[config.mk]
export PLATFORM = sky130hd
export DESIGN_NAME = rcbp_pixel
export DESIGN_NICKNAME = d
export VERILOG_FILES = /design/src/rtl/rcbp_pkg.sv /design/src/rtl/rcbp_pixel.sv
export SDC_FILE = /design/constraint.sdc
export NUM_CORES = 1
export LEC_CHECK = 0
export ABC_AREA = 1
export BUFFER_PORTS_ARGS = -buffer_cell sky130_fd_sc_hd__buf_2
export CELL_PAD_IN_SITES_DETAIL_PLACEMENT = 0
export CELL_PAD_IN_SITES_GLOBAL_PLACEMENT = 1
export CORE_MARGIN = 5
export CORE_UTILIZATION = 40
export CTS_CLUSTER_DIAMETER = 40
export DETAILED_ROUTE_END_ITERATION = 12
export GPL_ROUTABILITY_DRIVEN = 0
export HOLD_SLACK_MARGIN = 0.15
export PLACE_DENSITY = 0.83
export SYNTH_ARGS = -nofsm -noshare
export SYNTH_HDL_FRONTEND = slang
export SYNTH_SLANG_ARGS = --single-unit
[constraint.sdc]
create_clock -name clk -period 6.2 [get_ports clk]
set_input_delay 1.55 -clock clk [delete_from_list [all_inputs] [get_ports clk]]
set_output_delay 1.55 -clock clk [all_outputs]
set_load 0.02 [all_outputs]
[src/rtl/rcbp_pkg.sv]
// ============================================================================
// rcbp_pkg
// Shared types, constants and constant tables of the LED ring chase and
// breath pattern core.
// ============================================================================
package rcbp_pkg;

    // Default sizes for the top-level parameters.
    localparam int RING_LEDS_DEF    = 16;
    localparam int SINE_ENTRIES_DEF = 256;

    // Ring positions travel at the width of the largest ring (64 pixels).
    localparam int POS_W = 6;

    // Breath period in milliseconds.
    localparam int BREATH_PERIOD_MS = 4800;

    // Reciprocal of 75 in 2^-33 units, rounded down. It is used on now_ms[31:6].
    localparam int RECIP75_SHIFT = 33;
    localparam logic [26:0] RECIP75 = 27'((64'd1 << RECIP75_SHIFT) / 64'd75);

    // Chase thresholds on the closeness level.
    localparam logic [7:0] CHASE_MIN_LEVEL = 8'd5;
    localparam logic [7:0] TRAIL3_LEVEL    = 8'd140;

    // Sine constants in Q30 for the breath table.
    localparam logic [63:0]        HALF_PI_Q30 = 64'd1686629713;
    localparam logic signed [63:0] ONE_Q30     = 64'sd1073741824;

    // Color choice codes.
    localparam int ECHO_W = 2;
    localparam logic [ECHO_W-1:0] ECHO_YELLOW = 2'd0;
    localparam logic [ECHO_W-1:0] ECHO_PINK   = 2'd1;
    localparam logic [ECHO_W-1:0] ECHO_BLUE   = 2'd2;

    // Input word of one tick.
    typedef struct packed {
        logic [31:0] now_ms;
        logic        sleep_active;
        logic        dock_latched;
        logic [7:0]  closeness_level;
    } tick_word_t;

    // Output word of one pixel.
    typedef struct packed {
        logic [3:0] pixel_index;
        logic [7:0] red;
        logic [7:0] green;
        logic [7:0] blue;
        logic       last_pixel;
    } pixel_word_t;

    // Base color.
    typedef struct packed {
        logic [7:0] r;
        logic [7:0] g;
        logic [7:0] b;
    } rgb_t;

    // What the pixel emitter needs to draw one tick.
    typedef struct packed {
        logic             dock_on;
        logic             chase_on;
        logic [7:0]       level;
        logic [POS_W-1:0] head;
        logic [POS_W-1:0] prev1;
        logic [POS_W-1:0] prev2;
        logic             trail3;
        logic [7:0]       sc0;
        logic [7:0]       sc1;
        logic [7:0]       sc2;
    } tick_desc_t;

    typedef logic [8:0] step_tab_t [256];
    typedef logic [7:0] level_tab_t [256];

    // Chase step period in ms for each closeness level.
    function automatic step_tab_t build_step_table();
        step_tab_t t;
        int        v;
        for (int l = 0; l < 256; l++)
        begin
            v = (76500 - 210 * l) / 255;
            if (v < 40)
                v = 40;
            t[l] = 9'(v);
        end
        return t;
    endfunction

    // Head pixel level: peak times 255.
    function automatic level_tab_t build_head_table();
        level_tab_t t;
        int         v;
        for (int l = 0; l < 256; l++)
        begin
            v = (14025 + 45 * l) / 100;
            if (v > 255)
                v = 255;
            t[l] = 8'(v);
        end
        return t;
    endfunction

    // First trail pixel: 0.42 of the peak.
    function automatic level_tab_t build_mid_table();
        level_tab_t t;
        int         v;
        for (int l = 0; l < 256; l++)
        begin
            v = ((14025 + 45 * l) * 42) / 10000;
            if (v > 255)
                v = 255;
            t[l] = 8'(v);
        end
        return t;
    endfunction

    // Second trail pixel: 0.18 of the peak.
    function automatic level_tab_t build_tail_table();
        level_tab_t t;
        int         v;
        for (int l = 0; l < 256; l++)
        begin
            v = ((14025 + 45 * l) * 18) / 10000;
            if (v > 255)
                v = 255;
            t[l] = 8'(v);
        end
        return t;
    endfunction

    localparam step_tab_t  STEP_TABLE = build_step_table();
    localparam level_tab_t HEAD_TABLE = build_head_table();
    localparam level_tab_t MID_TABLE  = build_mid_table();
    localparam level_tab_t TAIL_TABLE = build_tail_table();

    // Base color for each color code; the unused code gives yellow.
    function automatic rgb_t color_of(input logic [ECHO_W-1:0] code);
        rgb_t c;
        case (code)
            ECHO_PINK: c = '{r: 8'd255, g: 8'd80, b: 8'd140};
            ECHO_BLUE: c = '{r: 8'd60, g: 8'd120, b: 8'd255};
            default:   c = '{r: 8'd255, g: 8'd200, b: 8'd0};
        endcase
        return c;
    endfunction

endpackage

[src/rtl/rcbp_pixel.sv]
// ============================================================================
// rcbp_pixel
// Pixel emitter: walks the ring one pixel per cycle for each tick, picks the
// pixel level, and scales the base color in a registered output stage.
// ============================================================================
module rcbp_pixel #(
    parameter int RING_LEDS = rcbp_pkg::RING_LEDS_DEF
) (
    input  logic                          clk,
    input  logic                          rst_n,
    input  rcbp_pkg::tick_desc_t          desc,
    input  logic                          desc_valid,
    output logic                          take,
    input  logic [rcbp_pkg::ECHO_W-1:0]   echo_type,
    output logic                          pixel_strobe,
    output rcbp_pkg::pixel_word_t         pixel_word
);
    import rcbp_pkg::*;

    localparam int HW = $clog2(RING_LEDS);
    localparam logic [HW-1:0] LAST_POS = HW'(RING_LEDS - 1);

    logic          act_reg;
    logic          act_next;
    logic [HW-1:0] cnt_reg;
    logic [HW-1:0] cnt_next;
    tick_desc_t    cur_reg;
    logic          at_last;

    logic          p_valid_reg;
    logic [3:0]    p_index_reg;
    logic          p_last_reg;
    logic [7:0]    p_scale_reg;
    logic [7:0]    scale_next;

    logic          strobe_reg;
    pixel_word_t   word_reg;
    pixel_word_t   word_next;
    rgb_t          base;

    // c * s / 255, exact for 8-bit operands.
    function automatic logic [7:0] scale_channel(input logic [7:0] c, input logic [7:0] s);
        logic [15:0] prod;
        logic [16:0] sum;
        prod = 16'(c) * 16'(s);
        sum  = 17'(prod) + 17'(prod[15:8]) + 17'd1;
        return sum[15:8];
    endfunction

    // A new tick loads when the emitter is idle or on the last pixel.
    assign at_last = (cnt_reg == LAST_POS);
    assign take    = desc_valid && (!act_reg || at_last);

    always_comb
    begin
        act_next = act_reg;
        cnt_next = cnt_reg;
        if (take)
        begin
            act_next = 1'b1;
            cnt_next = '0;
        end
        else if (act_reg)
        begin
            if (at_last)
                act_next = 1'b0;
            else
                cnt_next = cnt_reg + HW'(1);
        end
    end

    always_ff @(posedge clk or negedge rst_n)
    begin
        if (!rst_n)
        begin
            act_reg <= 1'b0;
            cnt_reg <= '0;
        end
        else
        begin
            act_reg <= act_next;
            cnt_reg <= cnt_next;
        end
    end

    always_ff @(posedge clk)
    begin
        if (take)
            cur_reg <= desc;
    end

    // Level of the current pixel.
    always_comb
    begin
        logic [POS_W-1:0] pos;
        pos = POS_W'(cnt_reg);
        scale_next = 8'd0;
        if (cur_reg.dock_on)
            scale_next = cur_reg.level;
        else if (cur_reg.chase_on)
        begin
            if (pos == cur_reg.head)
                scale_next = cur_reg.sc0;
            else if (pos == cur_reg.prev1)
                scale_next = cur_reg.sc1;
            else if (cur_reg.trail3 && pos == cur_reg.prev2)
                scale_next = cur_reg.sc2;
        end
    end

    always_ff @(posedge clk or negedge rst_n)
    begin
        if (!rst_n)
            p_valid_reg <= 1'b0;
        else
            p_valid_reg <= act_reg;
    end

    always_ff @(posedge clk)
    begin
        p_index_reg <= 4'(cnt_reg);
        p_last_reg  <= at_last;
        p_scale_reg <= scale_next;
    end

    // Output stage: scale the base color.
    assign base = color_of(echo_type);

    always_comb
    begin
        word_next.pixel_index = p_index_reg;
        word_next.red         = scale_channel(base.r, p_scale_reg);
        word_next.green       = scale_channel(base.g, p_scale_reg);
        word_next.blue        = scale_channel(base.b, p_scale_reg);
        word_next.last_pixel  = p_last_reg;
    end

    always_ff @(posedge clk or negedge rst_n)
    begin
        if (!rst_n)
            strobe_reg <= 1'b0;
        else
            strobe_reg <= p_valid_reg;
    end

    always_ff @(posedge clk)
    begin
        word_reg <= word_next;
    end

    assign pixel_strobe = strobe_reg;
    assign pixel_word   = word_reg;

`ifndef NO_ASSERTIONS
    // Pixels of one tick come in consecutive cycles in ring order.
    a_pixel_run: assert property (@(posedge clk) disable iff (!rst_n)
        pixel_strobe && !pixel_word.last_pixel |=> pixel_strobe
            && pixel_word.pixel_index == $past(pixel_word.pixel_index) + 4'd1)
        else $error("pixel run broken");

    // The last pixel of a tick is the last ring position.
    a_last_index: assert property (@(posedge clk) disable iff (!rst_n)
        pixel_strobe && pixel_word.last_pixel |-> pixel_word.pixel_index == 4'(RING_LEDS - 1))
        else $error("last pixel at the wrong position");

    // A dark pixel is black on every channel.
    a_dark_pixel: assert property (@(posedge clk) disable iff (!rst_n)
        p_valid_reg && p_scale_reg == 8'd0 |=> pixel_word.red == 8'd0
            && pixel_word.green == 8'd0 && pixel_word.blue == 8'd0)
        else $error("dark pixel has color");
`endif

endmodule

==> impl_metrics.toml, run 1 <==
[outcome]
outcome = "completed"

[yosys]
syn_inst = 1261
synth-seq-cells = 102
synth_seq_area_share_pct = 26.2
synth.net_count = 1528
synth-edff-count = 53
synth_warnings = 0
synthDistinctLibCells = 41
mappedNetlistArea_mm2 = 0.00994
synth_area_per_cell_um2 = 7.89
synthFlopType = "edfxtp_1"
async_flop_share_pct = 6.86

[cells_and_area]
fin_area_mm2 = 0.0135
largest_reg_flops = 53
areaGrowthSynthToFinish_pct = 36.1
nets = 1815
drive_gt1_share_pct = 33.3

[sta]
setup_viol = 0
tightest_slew_ns = 0.880
fmax_ghz = 0.162
min_period_over_period_pct = 99.3
report.final.slew_viol_count = 0
hold_violations = 0
rsz0062_at_grt = "true"
slew_headroom_pct = 40.8
period_needed_ns = 6.16
skew_ns = 0.0208

[critical_path]
critPathArrivalTime_ns = 6.43
setup.worst_path.end_class = "flop"
startpoint_type = "primary input"
worstPathRequired_ns = 6.47
cp_max_fo = 6
slowest_delay_ns = 0.53
critical-path-slowest-cell = "fa_1"
worstSetupPathType = "in2reg"

[clocking]
cts.path.max_buffers = 2
clk_latency_ns = 0.37
root_buffer = "clkbuf_16"
htreeDepth = 3
cts_made_buffers = 9
tritoncts = "done"
clkTransAtPathRegs_ns = 0.10
cts.sinks = 102

[die]
start_util_pct = 40.8
die_h_um = 168
die_area_mm2 = 0.0281
io_pins = 89
core_area_mm2 = 0.0244
fp.dieW_um = 168
core.rowCount = 57

[place]
place_area_mm2 = 0.0125
dp_hpwl_mm = 20.0
io_buffer_count = 88

[route]
first_pass_iters = 5
totalWireLength_mm = 24.5
viasPerCell = 4.66
drc = 0
first_iter_violations = 346
antenna_left = 0
drt-wirelength-per-cell_um = 13.1
vias = 8743

[hold_path]
hold_class = "reg2reg"

[job]
drv_cap = 0

[global_routing]
grt_use_total_pct = 17.1
antenna_found_initial = 2
grt_pass1_vias = 8649
globalRoute.totalOverflow = 0
grt_max_degree = 55
grt_pass1_wl_mm = 39.9
synth_stat cells, drive strengths merged, types with 2 or more instances:
| cell type | n | area share (%) |
|---|---|---|
| o21ai | 6 | 0.30 |
| o211ai | 8 | 0.60 |
| dfrtp | 7 | 1.8 |
| nand3 | 92 | 5.0 |
| a21oi | 29 | 1.5 |
| clkbuf | 6 | 0.23 |
| a21o | 3 | 0.23 |
| nor4 | 2 | 0.19 |
| ha | 140 | 18 |
| fa | 69 | 14 |
| nand2 | 336 | 13 |
| xor2 | 22 | 2.3 |
| a211oi | 4 | 0.30 |
| inv | 293 | 11 |
| dfxtp | 42 | 8.5 |
| edfxtp | 53 | 16 |
| xnor2 | 8 | 0.70 |
| nand4 | 25 | 1.6 |
| nor3 | 5 | 0.25 |
| a31oi | 2 | 0.13 |
| o21bai | 3 | 0.23 |
| nor2 | 89 | 3.5 |
| or2 | 10 | 0.63 |
through the flow:
stage | setup slack (ns) | cells | TNS (ns) | hold WS [ns] | utilization [%]
floorplan | -0.0592 | 1261 | -0.457 | 0.310 | -
global placement | -0.557 | 1843 | -9.08 | 0.312 | 51.1
detailed placement | -0.617 | 1843 | -11.06 | 0.314 | 51.1
CTS | -0.0139 | 1862 | -0.0139 | 0.329 | 52.7
global route | -0.236 | 1878 | -1.81 | 0.328 | 55.5
finish | 0.0429 | 1878 | 0 | 0.331 | 55.5
cell type report:
cell class	count	area, um^2
antenna	1	2.50
clock buffer	9	225
clock inverter	7	91.3
fill	2261	10900
inverter	293	1130
multi-input combinational	859	7130
sequential	102	2610
tap	324	405
timing repair buffer	283	1940
path summary, 6_finish.rpt:
path                                  endpoint  depth (start not counted)           start  slack, ns
worst max-delay path             pixel_word[7]                         29    echo_type[1]       0.04
worst min-delay path            pixel_word[28]                          0  p_index_reg[3]       0.33
worst max register to register   pixel_word[7]                         28  p_scale_reg[4]       0.74
worst min register to register  pixel_word[28]                          0  p_index_reg[3]       0.33
max in group asynchronous          p_valid_reg                          1           rst_n       5.03
min in group asynchronous              act_reg                          1           rst_n       1.01
logic make-up (layout without fill, tap and decap cells):
kind of cell,Yosys count,in the layout,synth area share [%]
xor+xnor,30,30,2.98
flops,102,102,26.2
buf+inv,300,592,11.3
simple gates,560,560,24.3
compound gates,60,60,3.69
other cells,0,1,0
fa+ha+maj,209,209,31.5
layer usage:
metal | track usage (%) | vias to the layer above | share of wire, %
met4 | 4.38 | 0 | 1.7
met5 | 0 | - | 0
met3 | 2.19 | 29 | 3.4
met1 | 21.9 | 4058 | 44
met2 | 30.6 | 134 | 51
li1 | - | 4522 | -
repair_timing:
item                                   in CTS  in global routing
resized for setup                          17                152
buffers inserted                            3                 15
hold buffers                                0                  0
setup endpoints to repair                  19                 24
endpoints found under the hold margin       0                  0
pin swaps                                   9                120
cell usage in the layout (no fill, tap or decap), types with 4 or more instances in the layout:
master	count
dfrtp_1	7
dfxtp_1	42
ha_4	30
nand4_1	24
inv_2	33
fa_1	67
ha_1	106
a21oi_4	4
inv_1	254
or2_2	6
nor2_1	58
a21oi_1	12
or2_4	4
xor2_1	19
ha_2	4
clkbuf_16	9
xnor2_1	7
buf_2	86
edfxtp_1	53
inv_4	5
nand3_2	20
o211ai_1	8
nand3_1	71
nand2_2	43
nor2_2	14
o21ai_0	4
a21oi_2	13
nor2_4	17
nand2_4	7
nand2_1	284
buf_4	193
worst max-delay path, delay by kind of cell:
kind                       cells  cell delay (ns)
and+or+nand+nor               12             1.02
buffers and inverters          7             0.48
adders and majority gates      7             2.92
AOI/OAI and AO/OA              2             0.20
xor gates and xnor gates       1             0.22
Power of run 1 is left out: the tool's default activity adds up to more than one toggle a clock period on the data nets, which glitch-free logic cannot reach.
==> inputs of run 2 (changes only) <==
--- a/config.mk
+++ b/config.mk
@@ -7,6 +7,7 @@
 export LEC_CHECK = 0
 export ABC_AREA = 1
 export BUFFER_PORTS_ARGS = -buffer_cell sky130_fd_sc_hd__buf_2
+export CAP_MARGIN = 10
 export CELL_PAD_IN_SITES_DETAIL_PLACEMENT = 0
 export CELL_PAD_IN_SITES_GLOBAL_PLACEMENT = 1
 export CORE_MARGIN = 5
==> constraint.sdc (replaced) <==
create_clock -name clk -period 5.7 [get_ports clk]
set_input_delay 1.425 -clock clk [delete_from_list [all_inputs] [get_ports clk]]
set_output_delay 1.425 -clock clk [all_outputs]
set_load 0.02 [all_outputs]
==> run 2 against run 1 <==
Net effect:
- the run now ends with negative setup slack left
- sequential share of layout area is 0.52 points lower
- register-to-register slack worse by 0.44 ns
- die area is the same
- clock skew rose by 0.0038 ns
- worst setup slack worse by 0.35 ns
- critical path depth is 2 lower
- utilization is 1.5 points higher
- routed wire length grew 3.5%
- critical path type unchanged
==> impl_metrics.toml, run 2 (synthesized netlist as in run 1, its figures left out) <==
[cells_and_area]
layout_commonest_cell = "nand2_1"
largest_reg_flops = 53
final_util_pct = 57.0
multi_input_area_mm2 = 0.00716
drive_gt1_share_pct = 36.2
final_cell_mix = "nand2_1, inv_1, buf_4"
nets = 1860
antenna_cells = 0
seqCellArea_mm2 = 0.00261
areaGrowthSynthToFinish_pct = 39.8
fillers = 2183

[clocking]
root_buffer = "clkbuf_16"
cts.path.max_buffers = 2
cts.sinks = 102
cts_made_buffers = 9
htreeDepth = 3
clkTransAtPathRegs_ns = 0.09
tritoncts = "done"
hold_buffers = 0
clk_latency_ns = 0.37

[die]
io_pins = 89
die_h_um = 168
fp.dieW_um = 168
die_area_mm2 = 0.0281
core.rowCount = 57
start_util_pct = 40.8
core_area_mm2 = 0.0244

[sta]
fmax_ghz = 0.167
min_period_over_period_pct = 105
whs_ns = 0.341
period_needed_ns = 6.00
skew_ns = 0.0246
hold_violations = 0
tightest_slew_ns = 0.884
slew_headroom_pct = 40.6
setup_viol = 24
setup_ws_ns = -0.304
report.final.slew_viol_count = 0
rsz0062_at_grt = "true"

[critical_path]
worstPathRequired_ns = 6.02
reg2reg_depth = 25
path_common_cell = "ha_4"
timing.rr.start = "p_scale_reg[7]"
worst-path-buf-inv = 6
startpoint_type = "primary input"
critical-path-slowest-cell = "fa_1"
r2r_end = "pixel_word[15]"
critPathArrivalTime_ns = 6.32
slowest_delay_ns = 0.59
cp_top_family = "adder cells"
setup.worst_path.end_class = "flop"
rrSetupSlack_ns = 0.30
cp_max_fo = 6
worstSetupPathType = "in2reg"

[place]
io_buffer_count = 88
dp_hpwl_mm = 20.3

[route]
viasPerCell = 4.68
antenna_left = 0
vias = 8987
first_iter_violations = 417
first_pass_iters = 7
drt-wirelength-per-cell_um = 13.2
drc = 0
totalWireLength_mm = 25.4

[hold_path]
hold_class = "reg2reg"
holdPathStages = 0
hp-start = "p_index_reg[1]"
hold_path_end = "pixel_word[26]"

[global_routing]
grt_max_degree = 55
grt_use_total_pct = 17.8
grt_pass1_vias = 9027
antenna_found_initial = 1
grt_pass1_wl_mm = 41.8
globalRoute.totalOverflow = 0

[outcome]
failed_checks = "negative setup slack"
outcome = "complete, but fails checks"

[job]
drv_cap = 0
==> run 2: cell types whose count changed in the layout (fill, tap and decap cells not counted), sizes merged <==
cell / before / now
diode: 1 / 0
buf: 283 / 328
==> run 2: stage by stage <==
| stage | std cells | instance area (um^2) | TNS, ns | worst slack (ns) |
|---|---|---|---|---|
| 2_1_floorplan | 1261 | 10400 | -7.67 | -0.434 |
| 3_3_place_gp | 1868 | 12700 | -18.48 | -0.939 |
| 3_5_place_dp | 1868 | 12700 | -19.89 | -0.962 |
| 4_1_cts | 1907 | 13400 | -4.32 | -0.278 |
| 5_1_grt | 1922 | 13900 | -10.22 | -0.540 |
| 6_report | 1922 | 13900 | -4.81 | -0.304 |
==> run 2: worst max path at each step <==
stage | start | to | slack, ns | depth (start not counted)
6_report | echo_type[1] | pixel_word[15] | -0.30 | 27
4_1_cts | echo_type[0] | pixel_word[7] | -0.28 | 31
5_1_grt | echo_type[1] | pixel_word[16] | -0.54 | 27
3_5_place_dp | echo_type[0] | pixel_word[23] | -0.96 | 32
2_1_floorplan | echo_type[0] | pixel_word[6] | -0.43 | 31
3_3_place_gp | echo_type[0] | pixel_word[6] | -0.94 | 32
==> run 2: per-layer routing <==
layer | vias to the layer above | global-route usage (%) | wire length, um | part of all wire [%]
met2 | 171 | 32.0 | 13200 | 52
li1 | 4605 | - | - | -
met3 | 43 | 2.55 | 892 | 3.5
met4 | 2 | 5.26 | 576 | 2.3
met1 | 4166 | 22.2 | 10700 | 42
met5 | - | 0 | 13 | 0.051
==> run 2: cell type report <==
cell class                 count  area share [%]
timing repair buffer         328            16.5
sequential                   102            18.8
clock buffer                   9            1.62
inverter                     293            8.08
clock inverter                 7           0.657
multi-input combinational    859            51.5
tap                          324            2.92
==> run 2: what timing repair did <==
action / CTS / global route
buffers inserted: 23 / 16
endpoints found under the setup margin: 24 / 24
gates resized for setup: 78 / 104
pin swaps: 74 / 77
Power of run 2 is left out for the same reason.
==> inputs of run 3 (changes only) <==
--- a/config.mk
+++ b/config.mk
@@ -7,7 +7,7 @@
 export LEC_CHECK = 0
 export ABC_AREA = 1
 export BUFFER_PORTS_ARGS = -buffer_cell sky130_fd_sc_hd__buf_2
-export CAP_MARGIN = 10
+export CAP_MARGIN = 20
 export CELL_PAD_IN_SITES_DETAIL_PLACEMENT = 0
 export CELL_PAD_IN_SITES_GLOBAL_PLACEMENT = 1
 export CORE_MARGIN = 5
@@ -17,6 +17,7 @@
 export GPL_ROUTABILITY_DRIVEN = 0
 export HOLD_SLACK_MARGIN = 0.15
 export PLACE_DENSITY = 0.83
+export SETUP_SLACK_MARGIN = 0.02
 export SYNTH_ARGS = -nofsm -noshare
 export SYNTH_HDL_FRONTEND = slang
 export SYNTH_SLANG_ARGS = --single-unit
==> constraint.sdc (replaced) <==
create_clock -name clk -period 6.46 [get_ports clk]
set_input_delay 1.615 -clock clk [delete_from_list [all_inputs] [get_ports clk]]
set_output_delay 1.615 -clock clk [all_outputs]
set_load 0.02 [all_outputs]
==> run 3 against run 2 <==
Net effect:
- the flow now finishes without violations
- cell count fell by 3.5%
- critical path depth rose by 6
- critical path type unchanged
- non-clock buffer count fell by 68
==> impl_metrics.toml, run 3 (synthesized netlist as in run 1, its figures left out) <==
[global_routing]
grt_use_total_pct = 16.6
grt_pass1_vias = 8488
globalRoute.totalOverflow = 0
antenna_found_initial = 2
grt_max_degree = 55
grt_pass1_wl_mm = 38.9

[clocking]
cts.path.max_buffers = 2
tritoncts = "done"
htreeDepth = 3
cts_made_buffers = 9
hold_buffers = 0
cts.sinks = 102
root_buffer = "clkbuf_16"
clkTransAtPathRegs_ns = 0.09
clk_latency_ns = 0.37

[critical_path]
cp_top_family = "adder cells"
cp_max_fo = 7
critPathArrivalTime_ns = 6.51
worst-path-buf-inv = 10
setup.worst_path.end_class = "flop"
worstPathRequired_ns = 6.72
path_common_cell = "inv_2"
worstSetupPathType = "in2reg"
critical-path-slowest-cell = "fa_1"
startpoint_type = "primary input"
slowest_delay_ns = 0.54

[die]
fp.dieW_um = 168
die_h_um = 168
core.rowCount = 57
start_util_pct = 40.8
io_pins = 89
die_area_mm2 = 0.0281
core_area_mm2 = 0.0244

[sta]
min_period_over_period_pct = 96.8
setup_viol = 0
report.final.slew_viol_count = 0
skew_ns = 0.0134
fmax_ghz = 0.160
rsz0062_at_grt = "true"
tightest_slew_ns = 0.884
slew_headroom_pct = 40.6
hold_violations = 0
period_needed_ns = 6.26

[outcome]
outcome = "completed"

[route]
drc = 0
first_pass_iters = 4
antenna_left = 0
first_iter_violations = 357
totalWireLength_mm = 23.3
viasPerCell = 4.63
vias = 8590
drt-wirelength-per-cell_um = 12.6

[place]
place_area_mm2 = 0.0122
dp_hpwl_mm = 19.6
io_buffer_count = 88

[cells_and_area]
fin_area_mm2 = 0.0129
layout_commonest_cell = "nand2_1"
areaGrowthSynthToFinish_pct = 30.1
drive_gt1_share_pct = 27.3
largest_reg_flops = 53
final_cell_mix = "nand2_1, inv_1, buf_4"
nets = 1792

[job]
drv_cap = 0

[hold_path]
hold_class = "reg2reg"
==> run 3: cell count changes in the layout (fill, tap and decap cells not counted), sizes merged <==
cell	before	now
clkinv	3	2
diode	0	1
buf	328	260
inv	297	298
==> run 3: per-layer routing <==
layer  part of all wire (%)  vias up  global-route usage, %
met3                    3.1       30                   2.50
met5                  0.030        -                      0
li1                       -     4475                      -
met2                     50      122                   29.1
met1                     45     3961                   21.4
met4                    2.0        2                   4.69
==> run 3: area by class of cell <==
cell class              instances  area (um^2)
clock inverters                 7         91.3
repair buffers                260         1740
clock buffers                   9          225
inverters                     293         1100
fillers                      2321        11500
flip-flops and latches        102         2610
well taps                     324          405
diodes                          1         2.50
multi-input cells             859         6760
==> run 3: stage by stage <==
stage | util (%) | hold WS, ns | worst slack, ns | std cells | setup TNS, ns
detailed placement | 50.1 | 0.312 | -0.417 | 1832 | -7.78
finish | 53.0 | 0.331 | 0.205 | 1855 | 0
CTS | 51.5 | 0.330 | 0.0433 | 1848 | 0
global placement | 50.1 | 0.312 | -0.323 | 1832 | -5.91
global route | 53.0 | 0.340 | -0.0375 | 1855 | -0.156
floorplan | - | 0.310 | 0.0164 | 1261 | 0
==> run 3: final timing paths <==
check	from	end	slack [ns]	cells past startpoint
hold / removal	p_index_reg[2]	pixel_word[27]	0.33	0
hold reg to reg	p_index_reg[2]	pixel_word[27]	0.33	0
max in group asynchronous	rst_n	cnt_reg[3]	5.23	1
setup / recovery	echo_type[0]	pixel_word[24]	0.20	33
min in group asynchronous	rst_n	p_valid_reg	1.06	1
setup reg to reg	p_scale_reg[4]	pixel_word[24]	0.91	30
==> run 3: repair_timing <==
action	in CTS	in global routing
setup buffers	0	6
gates resized for setup	3	82
pin swaps	1	41
endpoints found under the setup margin	12	24
Power of run 3 is left out for the same reason.
